<file path="src/sv/sdi_ram.sv">
`timescale 1ns / 1ps

module sdi_ram #(
    parameter int W = 8,
    parameter int A = 8
) (
    input  logic         clk,
    input  logic         we,
    input  logic [A-1:0] waddr,
    input  logic [W-1:0] wdata,
    input  logic [A-1:0] raddr,
    output logic [W-1:0] rdata
);

    localparam int D = 1 << A;

    logic [W-1:0] mem [D];

    always_ff @(posedge clk)
    begin
        if (we)
        begin
            mem[waddr] <= wdata;
        end
        rdata <= mem[raddr];
    end

endmodule

</file>
<file path="config.mk">
export PLATFORM = sky130hd
export DESIGN_NAME = sdi_ram
export DESIGN_NICKNAME = d
export VERILOG_FILES = /design/src/sv/sdi_ram.sv
export SDC_FILE = /design/constraint.sdc
export NUM_CORES = 2
export LEC_CHECK = 0
export BUFFER_PORTS_ARGS = -buffer_cell sky130_fd_sc_hd__buf_2
export CORE_UTILIZATION = 50
export CTS_BUF_LIST = sky130_fd_sc_hd__clkbuf_8
export CTS_CLUSTER_DIAMETER = 60
export CTS_CLUSTER_SIZE = 16
export DETAILED_ROUTE_END_ITERATION = 12
export PLACE_DENSITY = 0.65
export REMOVE_ABC_BUFFERS = 1
export SYNTH_ARGS = -nofsm -noshare
export SYNTH_HDL_FRONTEND = slang
export SYNTH_SLANG_ARGS = --single-unit
</file>
<file path="constraint.sdc">
create_clock -name clk -period 6.6 [get_ports clk]
set_input_delay 0.99 -clock clk [delete_from_list [all_inputs] [get_ports clk]]
set_output_delay 0.99 -clock clk [all_outputs]
set_load 0.005 [all_outputs]
</file>
### After elaboration in Yosys (flattened, before gate mapping)

Memories as Yosys holds them, arrays and structs flattened. A register that Yosys moved wholly into a read port is not among the register bits.
Index checks and enable logic that the tools add are counted.

| cells by class | value |
|---|---|
| mux-type cells | 2 |

Operator list:

| operator | count |
|---|---|
| 1-bit two-way mux | 2 |

| word-level totals | value |
|---|---|
| register bits | 0 |
| RAM bits | 2048 |
| input port bits | 26 |
| memories kept | 1 |

Memory list:

| memory | depth | bits a word | rd ports | clocked after Yosys merged registers in | write ports | line | RTL |
|---|---|---|---|---|---|---|---|
| mem | 256 | 8 | 1 | 1 | 1 | 17 | `logic [W-1:0] mem [D];` |

### Longest topological paths before layout

| logic depth | value |
|---|---|
| depth in word-level cells | 2 |
| gate-level depth with buffers | 11 |
| depth with buffers taken out | 6 |

### Worst setup path before layout

No wires, ideal clock.

| path | value |
|---|---|
| kind | input port to flip-flop |
| start | in raddr[0] |
| end | reg rdata[2], read port of mem |
| setup time | 0.131 ns |
| arrival | 2.797 ns |
| required time | 6.469 ns |
| slack | 3.672 ns |
| stages on the path | 9 |
| buffers on the path | 4 |
| cell sequence | buf_6 -> buf_12 -> buf_8 -> buf_2 -> mux4_2 -> a22oi_1 -> a21oi_1 -> nor4_1 -> nor4_2 |

RTL lines:

| item | line | RTL |
|---|---|---|
| from (decl) | 11 | `input logic [A-1:0] raddr,` |
| to (decl) | 12 | `output logic [W-1:0] rdata` |

==> results.yml <==
cts:
  clkSinkCount: 2056
  cts_setup_buffers: 0
  clk_latency_ns: 0.96
  clockRootBuffer: "clkbuf_8"
  tritoncts: "done"
  cts_buffer_depth: 3
  htree_num_levels: 4
  clk_pin_slew_ns: 0.10
  cts_hold_buf: 0
  numCtsBuffers: 153
  post_cts_resized: 0
synth:
  synthSimpleGateAreaFrac: 0.0263
  synth_ff_type: "edfxtp_1"
  syn_area_per_cell_um2: 21.3
  yosysWarnings: 0
  async_flop_share: 0
  syn_area_um2: 79600
  synth_top_family_by_area: "multiplexers"
  synth_mux_area_frac: 0.146
  synth_fa_ha_area_frac: 0
  synth-edff-count: 2048
  ys_seq_area_frac: 0.775
  synth_xor_area_frac: 0
  synthDistinctLibCells: 55
  synthCells: 3733
  synth_compound_area_frac: 0.0342
  ys_ff_latch: 2056
sta:
  clock-skew-final_ns: 0.0576
  max-slew-margin-rel: 0.146
  setup_viol: 0
  setup_slack_ns: 2.85
  slew_viol_final: 0
  hold_violations: 0
  whs_ns: 0.416
  tns_ns: 0
  min_period_over_period: 0.568
  fmax_mhz: 267
  tightest_slew_ns: 1.28
  period_needed_ns: 3.75
  grt_setup_unrepaired: "false"
grt:
  grt_pass1_wl_um: 276000
  antenna_found_initial: 12
  grt_pass1_vias: 37900
  grt_max_degree: 214
  overflow: 0
  track_usage: 0.240
drt:
  routed_wl_um: 193000
  ant_nets: 0
  drtIter0Drc: 4948
  vias: 37800
  drc: 0
  drt-pass1-iter-count: 8
  vias_per_cell: 6.40
  avgRoutedWirePerCell_um: 32.7
place:
  place_area_um2: 81800
  post-place-ws_ns: 1.89
  dp_hpwl_um: 116000
  dp.cells: 5690
  gp_congestion: 0.851
  port_buffers: 33
power:
  fin_total_pwr_mw: 22.0
  cellPowerDensity_nw_per_um2: 261
  vdd_drop_max_v: 0.000166
  power.leakage_nw: 25.3
critical_path:
  critPathArrivalTime_ns: 4.56
  cp_common_cell: "a211oi_1"
  cpPeakStageDelay_ns: 0.87
  cp-end-kind: "flop"
  cp-start-kind: "input port"
  crit_family: "compound AO/OA/AOI/OAI gates"
  critPathMaxFanout: 16
  worstPathCellList: "buf_2 > buf_4 > nand2b_1 > a211oi_1 > a311oi_1 > o221ai_1 > a211oi_1 > nor4_1"
  critical_path_buf_inv_count: 2
  critPathKind: "in2reg"
  cp_slowest_cell: "a211oi_1"
  critPathRequiredTime_ns: 7.41
layout:
  fin_area_um2: 84400
  final_cell_mix: "2048 x edfxtp_1, 454 x mux4_2, 279 x nor2_1, 156 x clkbuf_8, 134 x mux2i_1"
  fillCellCount: 12000
  final_core_util: 0.533
  fin_cells: 5910
  drive_gt1_frac: 0.203
  final_common_cell: "edfxtp_1"
  area_growth_pct: 6.07
  num-nets-final: 3799
floorplanning:
  die_w_um: 401
  fp.dieH_um: 401
  core_area_um2: 158000
  initial_core_util: 0.503
  io_pins: 34
  fp-row-count: 146
  die_area_um2: 161000
flow_run:
  cap_violations: 0
hold_path:
  hold_path_class: "in2reg"
status:
  status: "completed"
## synthesized netlist by cell type, drive strengths merged (8+ instances only)
cell | n | area, µm²
nand3 | 34 | 170
o22ai | 28 | 175
a211oi | 16 | 120
nor2b | 31 | 194
a21oi | 96 | 480
o221ai | 47 | 418
a22o | 8 | 70.1
nand4 | 10 | 62.6
nor3 | 22 | 110
clkbuf | 111 | 417
edfxtp | 2048 | 61500
o21ai | 12 | 60.1
nor4 | 27 | 188
a221oi | 14 | 129
mux4 | 456 | 10300
dfxtp | 8 | 160
nand2b | 8 | 50.1
mux2i | 134 | 1340
a22oi | 133 | 998
o211ai | 10 | 75.1
nand2 | 33 | 124
buf | 122 | 1030
nor2 | 282 | 1060
## flip-flops by register name, summed over array words and instances (netlist names)
register,flops
rdata,8
mem,2048
## kinds of logic after synthesis
group           count (synthesis)
mux                           591
buf+inv                       235
flops                        2056
simple gates                  466
compound gates                385
## power by group
part / leakage, nW / switching (mW) / total (mW) / internal [mW]
logic: 5.42 / 0.833 / 1.25 / 0.419
registers: 18.5 / 0.0241 / 14.4 / 14.4
clock network: 1.37 / 4.06 / 6.35 / 2.30
## metal layers
layer	share of wire	GRT usage	vias up
li1	-	-	15600
met1	0.40	0.342	20300
met2	0.48	0.380	1697
met3	0.082	0.0433	254
met4	0.031	0.0789	2
met5	0.000093	0	-
## final timing paths
check | from | endpoint | cells after the start | slack (ns)
max | raddr[4] | rdata[5] | 8 | 2.85
min | wdata[4] | mem[123][4] | 1 | 0.42
max reg2reg | mem[19][3] | rdata[3] | 6 | 3.65
min reg2reg | mem[49][4] | rdata[4] | 5 | 1.05
## final cells by class
type	instances	area [µm²]	area share
diodes	8	20.0	0.000237
clock buffers	156	2150	0.0254
clock inverters	56	412	0.00488
inverters	2	7.51	0.0000890
multi-input cells	1442	16500	0.195
flip-flops and latches	2056	61700	0.731
well taps	2072	2590	0.0307
repair buffers	118	1060	0.0125
## worst register-to-register path, cell delays in order, from the launching register on
cell	delay [ns]
edfxtp_1	0.41
mux4_2	0.54
a22o_1	0.21
a221oi_1	0.55
o221ai_1	0.23
a211oi_1	0.81
nor4_1	0.08
No activity file was read; power rests on OpenSTA's default activity.
