## src/sv/sdi_pkg.sv

```systemverilog
`timescale 1ns / 1ps

package sdi_pkg;

    localparam int MAX_ENTRIES  = 4096;
    localparam int MAX_KEY_LEN  = 64;
    localparam int STRING_BYTES = 65536;

    localparam int ENT_AW = 12;   // entry / bucket / overflow index
    localparam int CNT_W  = 13;   // counts up to MAX_ENTRIES
    localparam int KEY_AW = 6;    // key buffer address
    localparam int LEN_W  = 7;    // key length 0..64
    localparam int OFF_W  = 17;   // string offset 0..65536
    localparam int STR_AW = 16;   // string store address
    localparam int FLT_AW = 13;   // filter word address
    localparam int FLT_W  = 64;
    localparam int LOW_W  = 20;   // stored low hash bits

    localparam logic [31:0] CRC_POLY = 32'h82F63B78;
    localparam logic [31:0] CRC_INIT = 32'hffffffff;

    localparam logic [1:0] ST_OK   = 2'd0;
    localparam logic [1:0] ST_LONG = 2'd1;
    localparam logic [1:0] ST_FULL = 2'd2;

    typedef struct packed {
        logic [LOW_W-1:0]  lcrc;
        logic              dup;
        logic [ENT_AW-1:0] value;
        logic              has_next;
        logic [ENT_AW-1:0] nxt;
    } ent_t;

    typedef struct packed {
        logic [31:0]      crc_next;
        logic [LEN_W-1:0] len_next;
        logic             long_next;
    } key_stat_t;

    function automatic logic [31:0] crc_byte(input logic [31:0] crc, input logic [7:0] b);
        logic [31:0] c;
        c = crc ^ {24'd0, b};
        for (int k = 0; k < 8; k++)
        begin
            c = (c >> 1) ^ (CRC_POLY & {32{c[0]}});
        end
        return c;
    endfunction

endpackage

```

## src/sv/sdi_key_unit.sv

```systemverilog
`timescale 1ns / 1ps

module sdi_key_unit
    import sdi_pkg::*;
(
    input  logic              clk,
    input  logic              rst_n,
    input  logic              take,
    input  logic [7:0]        key_byte,
    input  logic              key_last,
    input  logic              key_empty,
    input  logic [KEY_AW-1:0] raddr,
    output logic [7:0]        rdata,
    output key_stat_t         stat
);

    logic [7:0]       key_mem [MAX_KEY_LEN];
    logic [LEN_W-1:0] len_reg;
    logic [31:0]      crc_reg;
    logic             long_reg;
    logic             room;

    assign room = len_reg < LEN_W'(MAX_KEY_LEN);

    always_comb
    begin
        stat.crc_next  = key_empty ? crc_reg : crc_byte(crc_reg, key_byte);
        stat.len_next  = (!key_empty && room) ? len_reg + 1'b1 : len_reg;
        stat.long_next = long_reg || (!key_empty && !room);
    end

    always_ff @(posedge clk or negedge rst_n)
    begin
        if (!rst_n)
        begin
            len_reg  <= '0;
            crc_reg  <= CRC_INIT;
            long_reg <= 1'b0;
        end
        else if (take)
        begin
            if (key_last)
            begin
                len_reg  <= '0;
                crc_reg  <= CRC_INIT;
                long_reg <= 1'b0;
            end
            else
            begin
                len_reg  <= stat.len_next;
                crc_reg  <= stat.crc_next;
                long_reg <= stat.long_next;
            end
        end
    end

    // key byte store, registered read
    always_ff @(posedge clk)
    begin
        if (take && !key_empty && room)
        begin
            key_mem[len_reg[KEY_AW-1:0]] <= key_byte;
        end
        rdata <= key_mem[raddr];
    end

endmodule

```

## config.mk

```make
export PLATFORM = sky130hd
export DESIGN_NAME = sdi_key_unit
export DESIGN_NICKNAME = d
export VERILOG_FILES = /design/src/sv/sdi_pkg.sv /design/src/sv/sdi_key_unit.sv
export SDC_FILE = /design/constraint.sdc
export NUM_CORES = 1
export LEC_CHECK = 0
export BUFFER_PORTS_ARGS = -buffer_cell sky130_fd_sc_hd__buf_2
export CORE_UTILIZATION = 50
export CTS_CLUSTER_SIZE = 24
export DETAILED_ROUTE_END_ITERATION = 10
export HOLD_SLACK_MARGIN = 0.02
export PLACE_DENSITY = 0.67
export SLEW_MARGIN = 20
export SYNTH_ARGS = -nofsm -noshare
export SYNTH_HDL_FRONTEND = slang
export SYNTH_SLANG_ARGS = --single-unit
```

## constraint.sdc

```tcl
create_clock -name clk -period 4 [get_ports clk]
set_input_delay 1 -clock clk [delete_from_list [all_inputs] [get_ports clk]]
set_output_delay 1 -clock clk [all_outputs]
set_load 0.01 [all_outputs]
```

Word level (Yosys, flattened, before mapping)
Memory sizes are Yosys's and may differ from the RTL's. A register that Yosys moved wholly into a read port is not among the register bits.
Cells that the tools add are included.
{ "totals": {"reg_bits": 40, "mem_bits_rw": 512, "mem_count": 1} }
{ "memory_table": {"columns": ["memory", "words", "width", "read_ports", "rd_ports_with_merged_regs", "wr", "line", "rtl"], "rows": [
  ["key_mem", 64, 8, 1, 1, 1, "sdi_key_unit.sv:17", "logic [7:0] key_mem [MAX_KEY_LEN];"]
]} }
{ "classes": {"addsub": 1, "order_cmp": 1, "muxes": 7, "bitwise_logic": 9, "reduce_logical": 7} }
{ "ops": {"columns": ["operator", "n"], "rows": [
  ["$xor 31x32->32", 8],
  ["$mux 32", 2],
  ["$xor 32x8->32", 1],
  ["$mux 7", 2],
  ["$add 7x1->7 const B", 1],
  ["$lt 7x7->1 const B", 1],
  ["$logic_and 1x1->1", 4],
  ["$mux 1", 3],
  ["$logic_not 1->1", 2],
  ["$logic_or 1x1->1", 1]
]} }

Logic depth before layout (Yosys ltp)
Gate-level depths: netlist of the first run.
{ "logic_depth": {"word_depth": 11, "depth_mapped": 9, "ltp_nobuf": 6} }

Worst setup path before layout of the first run
OpenSTA, ideal clock, no wires.
{ "synth_timing": {"path_kind": "in2out", "from": "in key_byte[2]", "to": "out stat[27] in the netlist's numbering", "arrival_time_ns": 2.693, "required_ns": 3.000, "slack_ns": 0.307, "path_stages": 6, "cell_sequence": "xor2_2 -> xnor3_2 -> xnor3_1 -> xnor2_1 -> nor2_1 -> or2_1"} }
{ "synth_rtl": {"columns": ["element", "line", "rtl"], "rows": [
  ["start, declared", "sdi_key_unit.sv:9", "input logic [7:0] key_byte,"],
  ["end, declared", "sdi_key_unit.sv:14", "output key_stat_t stat"]
]} }

==> flow_summary.yaml, run 1 <==
outcome:
  status: "finished clean"
yosys:
  synth_cell_types: 57
  synth_cells: 1198
  ys.flop_type: "edfxtp_1"
  ys_ff_latch: 560
  synth_top_family_by_area: "multiplexers"
  synth_edf_count: 512
  synthSimpleGateAreaFrac_pct: 3.77
  synth-compound-area-share_pct: 4.37
  synth_xor_area_share_pct: 4.61
  synthAdderAreaFrac_pct: 0.0544
  async_reset_ff_share_pct: 7.14
  syn_area_mm2: 0.0230
  synth-seq-area-share_pct: 72.0
  synthMuxAreaShare_pct: 13.8
  yosysWarnings: 0
  syn-num-nets: 1218
  syn_avg_cell_area_um2: 19.2
finish:
  layout_commonest_cell: "edfxtp_1"
  nets: 1405
  utilization_pct: 58.9
  drive_gt1_share_pct: 33.3
  layout_common_cells: "512 x edfxtp_1, 132 x mux4_2, 121 x buf_4"
  finalInstanceArea_mm2: 0.0267
  fill_cells: 3293
  syn_to_final_growth_pct: 16.1
  largest_reg_flops: 512
grt:
  grt_overflow: 0
  grt_pass1_vias: 12300
  antenna_found_initial: 3
  grt_pass1_wl_um: 78300
  grt.total_usage_pct: 23.0
  grt_max_degree: 65
timing:
  rsz0062_at_grt: "no"
  fin_crit_sh_pct: 97.8
  min_period_ns: 3.91
  slew-limit-headroom_pct: 36.1
  hold_slack_ns: 0.522
  fmax_ghz: 0.256
  setup_viol: 0
  final_max_slew_viol_count: 0
  finalHoldViolations: 0
  worst_pin_slew_ns: 0.958
  setup_tns_ns: 0
  skew_ns: 0.0146
detailed_routing:
  wl_um: 51900
  wl_per_cell_um: 25.6
  antenna_left: 0
  vias: 11900
  via_per_inst: 5.86
  drt_iter0_drc: 974
  firstDrtPassIters: 5
  drc_errors: 0
floorplan:
  start_util_pct: 50.7
  dieHeight_um: 217
  core-area_mm2: 0.0454
  fp-row-count: 78
  die_x_um: 217
  dieArea_mm2: 0.0469
  ios: 67
placed_design:
  portBuffers: 66
  dpl.hpwl_um: 33200
  dpl_cell_area_mm2: 0.0249
  place_congestion: 0.835
clock_network:
  clk_latency_ns: 0.60
  root_buffer: "clkbuf_16"
  cts_tree: "done"
  clk_path_buf_depth: 3
  cts_max_level: 2
  cts_buffers: 56
  clkSinkCount: 560
  clkTransAtPathRegs_ns: 0.06
critical_path:
  arrival_ns: 2.91
  path_class: "primary input to output port"
  timing.rr.start: "len_reg[6]$_DFFE_PN0P_"
  reg2reg_depth: 5
  start_kind: "primary input"
  worstPathRequired_ns: 3.00
  critPathCaptureType: "output port"
  path_max_fanout: 4
  r2r_end: "key_mem[17][6]$_DFFE_PP_"
  r2r_setup_slack_ns: 1.33
hold_path:
  min_path_cells: 2
  min_to: "crc_reg[8]$_DFFE_PN1P_"
  min_path_type: "register to register"
  min_from: "crc_reg[8]$_DFFE_PN1P_"
pwr:
  power_leakage_nw: 8.96
  p_per_area_mw_per_mm2: 615
  ir_worst_vdd_mv: 0.900
flow_run:
  maxCapViolCount: 0
[repair_timing]
action,4_1_cts,5_1_grt
hold buffers,0,0
endpoints found under the setup margin,0,6
setup buffers,0,4
resized for setup,0,4
[cells by family after synthesis]
group                    Yosys count
adder cells (fa/ha/maj)            1
XOR/XNOR                          86
multiplexers                     151
buffers and inverters             71
AND/OR/NAND/NOR                  192
AO/OA/AOI/OAI                    137
flip-flops                       560
[power by group]
part | internal [W] | switching [W]
logic | 0.00226 | 0.00222
clock network | 0.00305 | 0.00211
registers | 0.00662 | 0.000152
total | 0.0119 | 0.00448
[stage by stage]
| stage | setup slack [ns] | instances | total power [W] |
|---|---|---|---|
| final | 0.0868 | 2027 | 0.0164 |
| after detailed placement | 0.0136 | 1923 | 0.0113 |
| after CTS | 0.00593 | 2022 | 0.0165 |
| after global placement | 0.00601 | 1923 | 0.0113 |
| after global routing | 0.0118 | 2026 | 0.0171 |
| after floorplan | 0.307 | 1198 | 0.00988 |
[worst max-delay path by stage]
| stage | from | to | slack (ns) |
|---|---|---|---|
| floorplan | key_byte[2] | stat[27] | 0.31 |
| global placement | key_byte[2] | stat[27] | 0.006 |
| detailed placement | key_byte[2] | stat[26] | 0.01 |
| CTS | key_byte[2] | stat[26] | 0.006 |
| global route | key_byte[0] | stat[17] | 0.01 |
| finish | key_byte[3] | stat[26] | 0.09 |
[synthesized netlist by cell type (13+ instances only)]
library cell	n	area, um2
a211oi_1	13	97.6
buf_2	26	130
dfstp_2	32	841
a21oi_1	17	85.1
o22a_1	15	131
nor2_1	88	330
mux4_2	132	2970
a22oi_1	16	120
edfxtp_1	512	15400
nand2_1	45	169
clkbuf_1	33	124
nor2b_1	21	131
xnor2_1	47	412
[cell type report]
cell class              instances  area (um2)  area share, %
clock buffers                  74        1530           5.73
inverters                       4        15.0         0.0562
diodes                          1        2.50        0.00937
flip-flops and latches        560       16600           62.0
multi-input cells             567        6140           23.0
clock inverters                25         263          0.984
well taps                     600         751           2.81
repair buffers                196        1430           5.37
[layer usage]
layer  global-route usage [%]  vias to the layer above  wire (um)
met5                        0                        -         13
met4                     6.55                        2       1410
met3                     5.04                       97       3540
met2                     37.3                      425      25500
met1                     31.5                     6168      21400
li1                         -                     5180          -
[worst max-delay path: stages]
cell and delay (ns):
buf_2 0.18, xnor2_4 0.22, xnor3_2 0.55, xnor2_2 0.19, xnor2_2 0.24, xnor2_1 0.14
o21ai_1 0.21, buf_2 0.17
Power figures use the tool's default switching activity.
==> inputs of run 2 (changes only) <==
Settings changed: CELL_PAD_IN_SITES_DETAIL_PLACEMENT from default to 0, CELL_PAD_IN_SITES_GLOBAL_PLACEMENT from default to 1, CORE_MARGIN from default to 2, PLACE_DENSITY 0.67 to 0.75.
==> flow_summary.yaml, run 2 (synthesis gave the netlist of run 1 again) <==
timing:
  setup_viol: 0
  fin_crit_sh_pct: 98.2
  skew_ns: 0.0190
  worst_pin_slew_ns: 0.952
  min_period_ns: 3.93
  final_max_slew_viol_count: 0
  finalHoldViolations: 0
  finalWorstSetupSlack_ns: 0.0728
  setup_tns_ns: 0
  slew-limit-headroom_pct: 36.6
  fmax_ghz: 0.255
  rsz0062_at_grt: "no"
detailed_routing:
  via_per_inst: 5.87
  wl_um: 52400
  antenna_left: 0
  drc_errors: 0
  firstDrtPassIters: 5
  wl_per_cell_um: 25.8
  vias: 11900
  drt_iter0_drc: 1159
clock_network:
  clk_path_buf_depth: 3
  clkSinkCount: 560
  root_buffer: "clkbuf_16"
  clkTransAtPathRegs_ns: 0.06
  cts_hold_buf: 0
  clk_latency_ns: 0.61
  cts_tree: "done"
  cts_max_level: 2
  cts_buffers: 56
pwr:
  seqPwrFrac_pct: 40.7
  p_per_area_mw_per_mm2: 625
  netSwitchingPower_w: 0.00460
  pwr-share-comb_pct: 28.8
  p_int_w: 0.0120
  power_leakage_nw: 8.92
  ir_worst_vdd_mv: 0.702
  clkPwrFrac_pct: 30.5
  swShare_pct: 27.6
outcome:
  status: "finished clean"
critical_path:
  start_kind: "primary input"
  path_max_fanout: 4
  timing.rr.start: "len_reg[6]$_DFFE_PN0P_"
  worstPathRequired_ns: 3.00
  path_class: "primary input to output port"
  crit_start: "key_byte[3]"
  r2r_setup_slack_ns: 1.21
  reg2reg_depth: 5
  arrival_ns: 2.93
  r2r_end: "key_mem[57][3]$_DFFE_PP_"
  critPathCaptureType: "output port"
floorplan:
  die_x_um: 219
  start_util_pct: 50.7
  dieHeight_um: 219
  core-area_mm2: 0.0454
  dieArea_mm2: 0.0478
  fp-row-count: 78
  ios: 67
grt:
  grt_pass1_wl_um: 77900
  grt_overflow: 0
  grt.total_usage_pct: 22.6
  grt_pass1_vias: 12200
  grt_max_degree: 65
  antenna_found_initial: 0
finish:
  syn_to_final_growth_pct: 15.8
  layout_commonest_cell: "edfxtp_1"
  fill_cells: 3323
  largest_reg_flops: 512
  drive_gt1_share_pct: 33.3
  nets: 1404
  layout_common_cells: "512 x edfxtp_1, 132 x mux4_2, 123 x buf_4"
  instances_no_fill: 2030
hold_path:
  min_path_type: "register to register"
  min_to: "crc_reg[10]$_DFFE_PN1P_"
  min_from: "crc_reg[10]$_DFFE_PN1P_"
  min_path_cells: 1
flow_run:
  maxCapViolCount: 0
placed_design:
  place_ws_ns: 0.0693
  place_inst: 1924
  place_congestion: 0.813
  portBuffers: 66
  dpl.hpwl_um: 33600
==> run 2: critical path, cell delays in order <==
cell	delay [ns]
buf_2	0.16
xnor2_4	0.24
xnor3_2	0.55
xnor2_2	0.19
xnor2_2	0.16
buf_4	0.15
xnor2_1	0.22
o21ai_1	0.09
buf_2	0.16
==> run 2: cell type report <==
type / instances / area, um2 / area share [%]
multi-input combinational: 567 / 6150 / 23.1
clock inverter: 25 / 228 / 0.855
clock buffer: 78 / 1540 / 5.76
sequential: 560 / 16600 / 62.2
inverter: 4 / 15.0 / 0.0564
timing repair buffer: 195 / 1390 / 5.20
antenna: 1 / 2.50 / 0.00939
tap: 600 / 751 / 2.82
==> run 2: worst max-delay path by stage <==
stage | endpoint | slack [ns] | cells after the start
after floorplan | stat[27] | 0.31 | 6
after global placement | stat[27] | 0.04 | 8
after detailed placement | stat[23] | 0.07 | 9
after CTS | stat[23] | 0.02 | 7
after global routing | stat[14] | 0.002 | 9
final | stat[14] | 0.07 | 9
==> run 2: power by group through the flow <==
stage	combinational [W]	clock (W)	sequential, W
2_1_floorplan	0.00302	0	0.00685
3_3_place_gp	0.00474	0	0.00689
3_5_place_dp	0.00474	0	0.00690
4_1_cts	0.00477	0.00515	0.00678
5_1_grt	0.00516	0.00536	0.00679
6_report	0.00480	0.00507	0.00678
==> run 2: metal layers <==
metal | wire length [um] | global-route usage (%)
met5 | 0 | 0
met3 | 3510 | 3.52
met4 | 1140 | 6.24
met1 | 21800 | 31.4
met2 | 26000 | 37.5
==> run 2: per-stage QoR <==
step / cell area [um2] / util, % / power, W / hold WS, ns
after floorplan: 23000 / - / 0.00988 / 0.489
after global placement: 24800 / 54.7 / 0.0116 / 0.511
after detailed placement: 24800 / 54.7 / 0.0116 / 0.511
after CTS: 26600 / 58.6 / 0.0167 / 0.524
after global routing: 26600 / 58.7 / 0.0173 / 0.538
final: 26600 / 58.7 / 0.0166 / 0.526
==> run 2: what timing repair did <==
action / CTS / global route
gates resized for setup: 0 / 3
endpoints found under the setup margin: 0 / 6
buffers inserted: 0 / 2
==> inputs of run 3 (changes only) <==
Settings changed: BUFFER_PORTS_ARGS -buffer_cell sky130_fd_sc_hd__buf_2 to -buffer_cell sky130_fd_sc_hd__buf_4, SLEW_MARGIN 20 to default.
==> flow_summary.yaml, run 3 (synthesis gave the netlist of run 1 again) <==
timing:
  worst_pin_slew_ns: 1.31
  slew-limit-headroom_pct: 12.4
  hold_slack_ns: 0.403
  setup_tns_ns: 0
  finalHoldViolations: 0
  setup_viol: 0
  min_period_ns: 3.89
  skew_ns: 0.0149
  rsz0062_at_grt: "yes"
  fmax_ghz: 0.257
  fin_crit_sh_pct: 97.2
  final_max_slew_viol_count: 0
grt:
  grt_pass1_vias: 12200
  grt_overflow: 0
  grt_pass1_wl_um: 77000
  grt.total_usage_pct: 22.3
  antenna_found_initial: 1
  grt_max_degree: 65
critical_path:
  worstPathRequired_ns: 3.00
  cpLargestDelayFamily: "XOR/XNOR gates"
  critPathCaptureType: "output port"
  worst_path_max_delay_cell: "xnor3_2"
  cp.buffers_inverters: 2
  path_max_fanout: 4
  arrival_ns: 2.89
  start_kind: "primary input"
  cp_cell_sequence: "buf_4 > xor2_2 > xnor3_2 > xnor2_2 > xnor2_2 > xnor2_1 > o21ai_1 > buf_4"
  max_stage_delay_ns: 0.54
  path_class: "primary input to output port"
detailed_routing:
  wl_um: 51400
  drt_iter0_drc: 1080
  vias: 11800
  firstDrtPassIters: 5
  drc_errors: 0
  wl_per_cell_um: 25.3
  antenna_left: 0
  via_per_inst: 5.83
clock_network:
  root_buffer: "clkbuf_16"
  clkTransAtPathRegs_ns: 0.06
  cts_buffers: 56
  clkSinkCount: 560
  clk_latency_ns: 0.60
  cts_max_level: 2
  cts_tree: "done"
  clk_path_buf_depth: 3
finish:
  num_antenna_cells: 0
  fill_cells: 3309
  drive_gt1_share_pct: 33.8
  largest_reg_flops: 512
  utilization_pct: 59.2
  nets: 1403
  syn_to_final_growth_pct: 16.8
  layout_common_cells: "512 x edfxtp_1, 187 x buf_4, 132 x mux4_2"
  layout_commonest_cell: "edfxtp_1"
  regArea_mm2: 0.0166
  multiInputGateArea_mm2: 0.00616
hold_path:
  min_path_type: "primary input to async pin"
outcome:
  status: "finished clean"
floorplan:
  die_x_um: 219
  core-area_mm2: 0.0454
  ios: 67
  fp-row-count: 78
  start_util_pct: 50.7
  dieArea_mm2: 0.0478
  dieHeight_um: 219
placed_design:
  portBuffers: 66
  place_congestion: 0.813
  dpl.hpwl_um: 32800
pwr:
  pwr-share-comb_pct: 27.9
  swShare_pct: 27.1
  power_leakage_nw: 9.01
  netSwitchingPower_w: 0.00454
  seqPwrFrac_pct: 40.5
  p_per_area_mw_per_mm2: 623
  p_int_w: 0.0122
  ir_worst_vdd_mv: 0.616
  clkPwrFrac_pct: 31.7
flow_run:
  maxCapViolCount: 0
[run 3: layout make-up]
| class | instances | share of cell area (%) |
|---|---|---|
| clock buffers | 71 | 5.58 |
| flip-flops and latches | 560 | 61.7 |
| inverters | 4 | 0.0559 |
| multi-input cells | 567 | 22.9 |
| repair buffers | 194 | 5.65 |
| clock inverters | 32 | 1.37 |
| well taps | 600 | 2.79 |
[run 3: per-layer routing]
| layer | routed length, um | global-route usage (%) |
|---|---|---|
| met5 | 0 | 0 |
| met4 | 1290 | 6.94 |
| met3 | 3790 | 3.62 |
| met2 | 25000 | 36.0 |
| met1 | 21300 | 31.4 |
[run 3: worst paths after layout]
| check | slack, ns | cells past startpoint | startpoint | to |
|---|---|---|---|---|
| worst max register to register | 1.57 | 8 | crc_reg[1]$_DFFE_PN1P_ | crc_reg[2]$_DFFE_PN1P_ |
| worst min-delay path | 0.40 | 1 | rst_n | long_reg$_DFFE_PN0P_ |
| worst max-delay path | 0.11 | 8 | key_byte[2] | stat[11] |
| worst min register to register | 0.52 | 2 | crc_reg[5]$_DFFE_PN1P_ | crc_reg[5]$_DFFE_PN1P_ |
| min in group clk | 0.52 | 2 | crc_reg[5]$_DFFE_PN1P_ | crc_reg[5]$_DFFE_PN1P_ |
| max in group asynchronous | 3.23 | 1 | rst_n | crc_reg[3]$_DFFE_PN1P_ |
[run 3: what timing repair did]
| action | 4_1_cts | 5_1_grt |
|---|---|---|
| pin swaps | 0 | 6 |
| endpoints found under the setup margin | 1 | 12 |
| hold buffers | 0 | 0 |
| buffers inserted | 0 | 5 |
| gates resized for setup | 1 | 5 |
[run 3: through the flow]
step                instances  power [W]  cell area (um2)  setup WS (ns)
global route             2028     0.0175            26900        -0.0261
finish                   2028     0.0168            26900          0.113
floorplan                1198    0.00988            23000          0.307
global placement         1920     0.0115            24900         0.0742
CTS                      2023     0.0168            26800         0.0427
detailed placement       1920     0.0115            24900         0.0584
[run 3: power by group through the flow]
stage          logic, W  registers (W)  clock network, W
2_1_floorplan   0.00302        0.00685                 0
3_3_place_gp    0.00458        0.00689                 0
3_5_place_dp    0.00458        0.00690                 0
4_1_cts         0.00462        0.00678           0.00541
5_1_grt         0.00506        0.00680           0.00563
6_report        0.00467        0.00678           0.00530
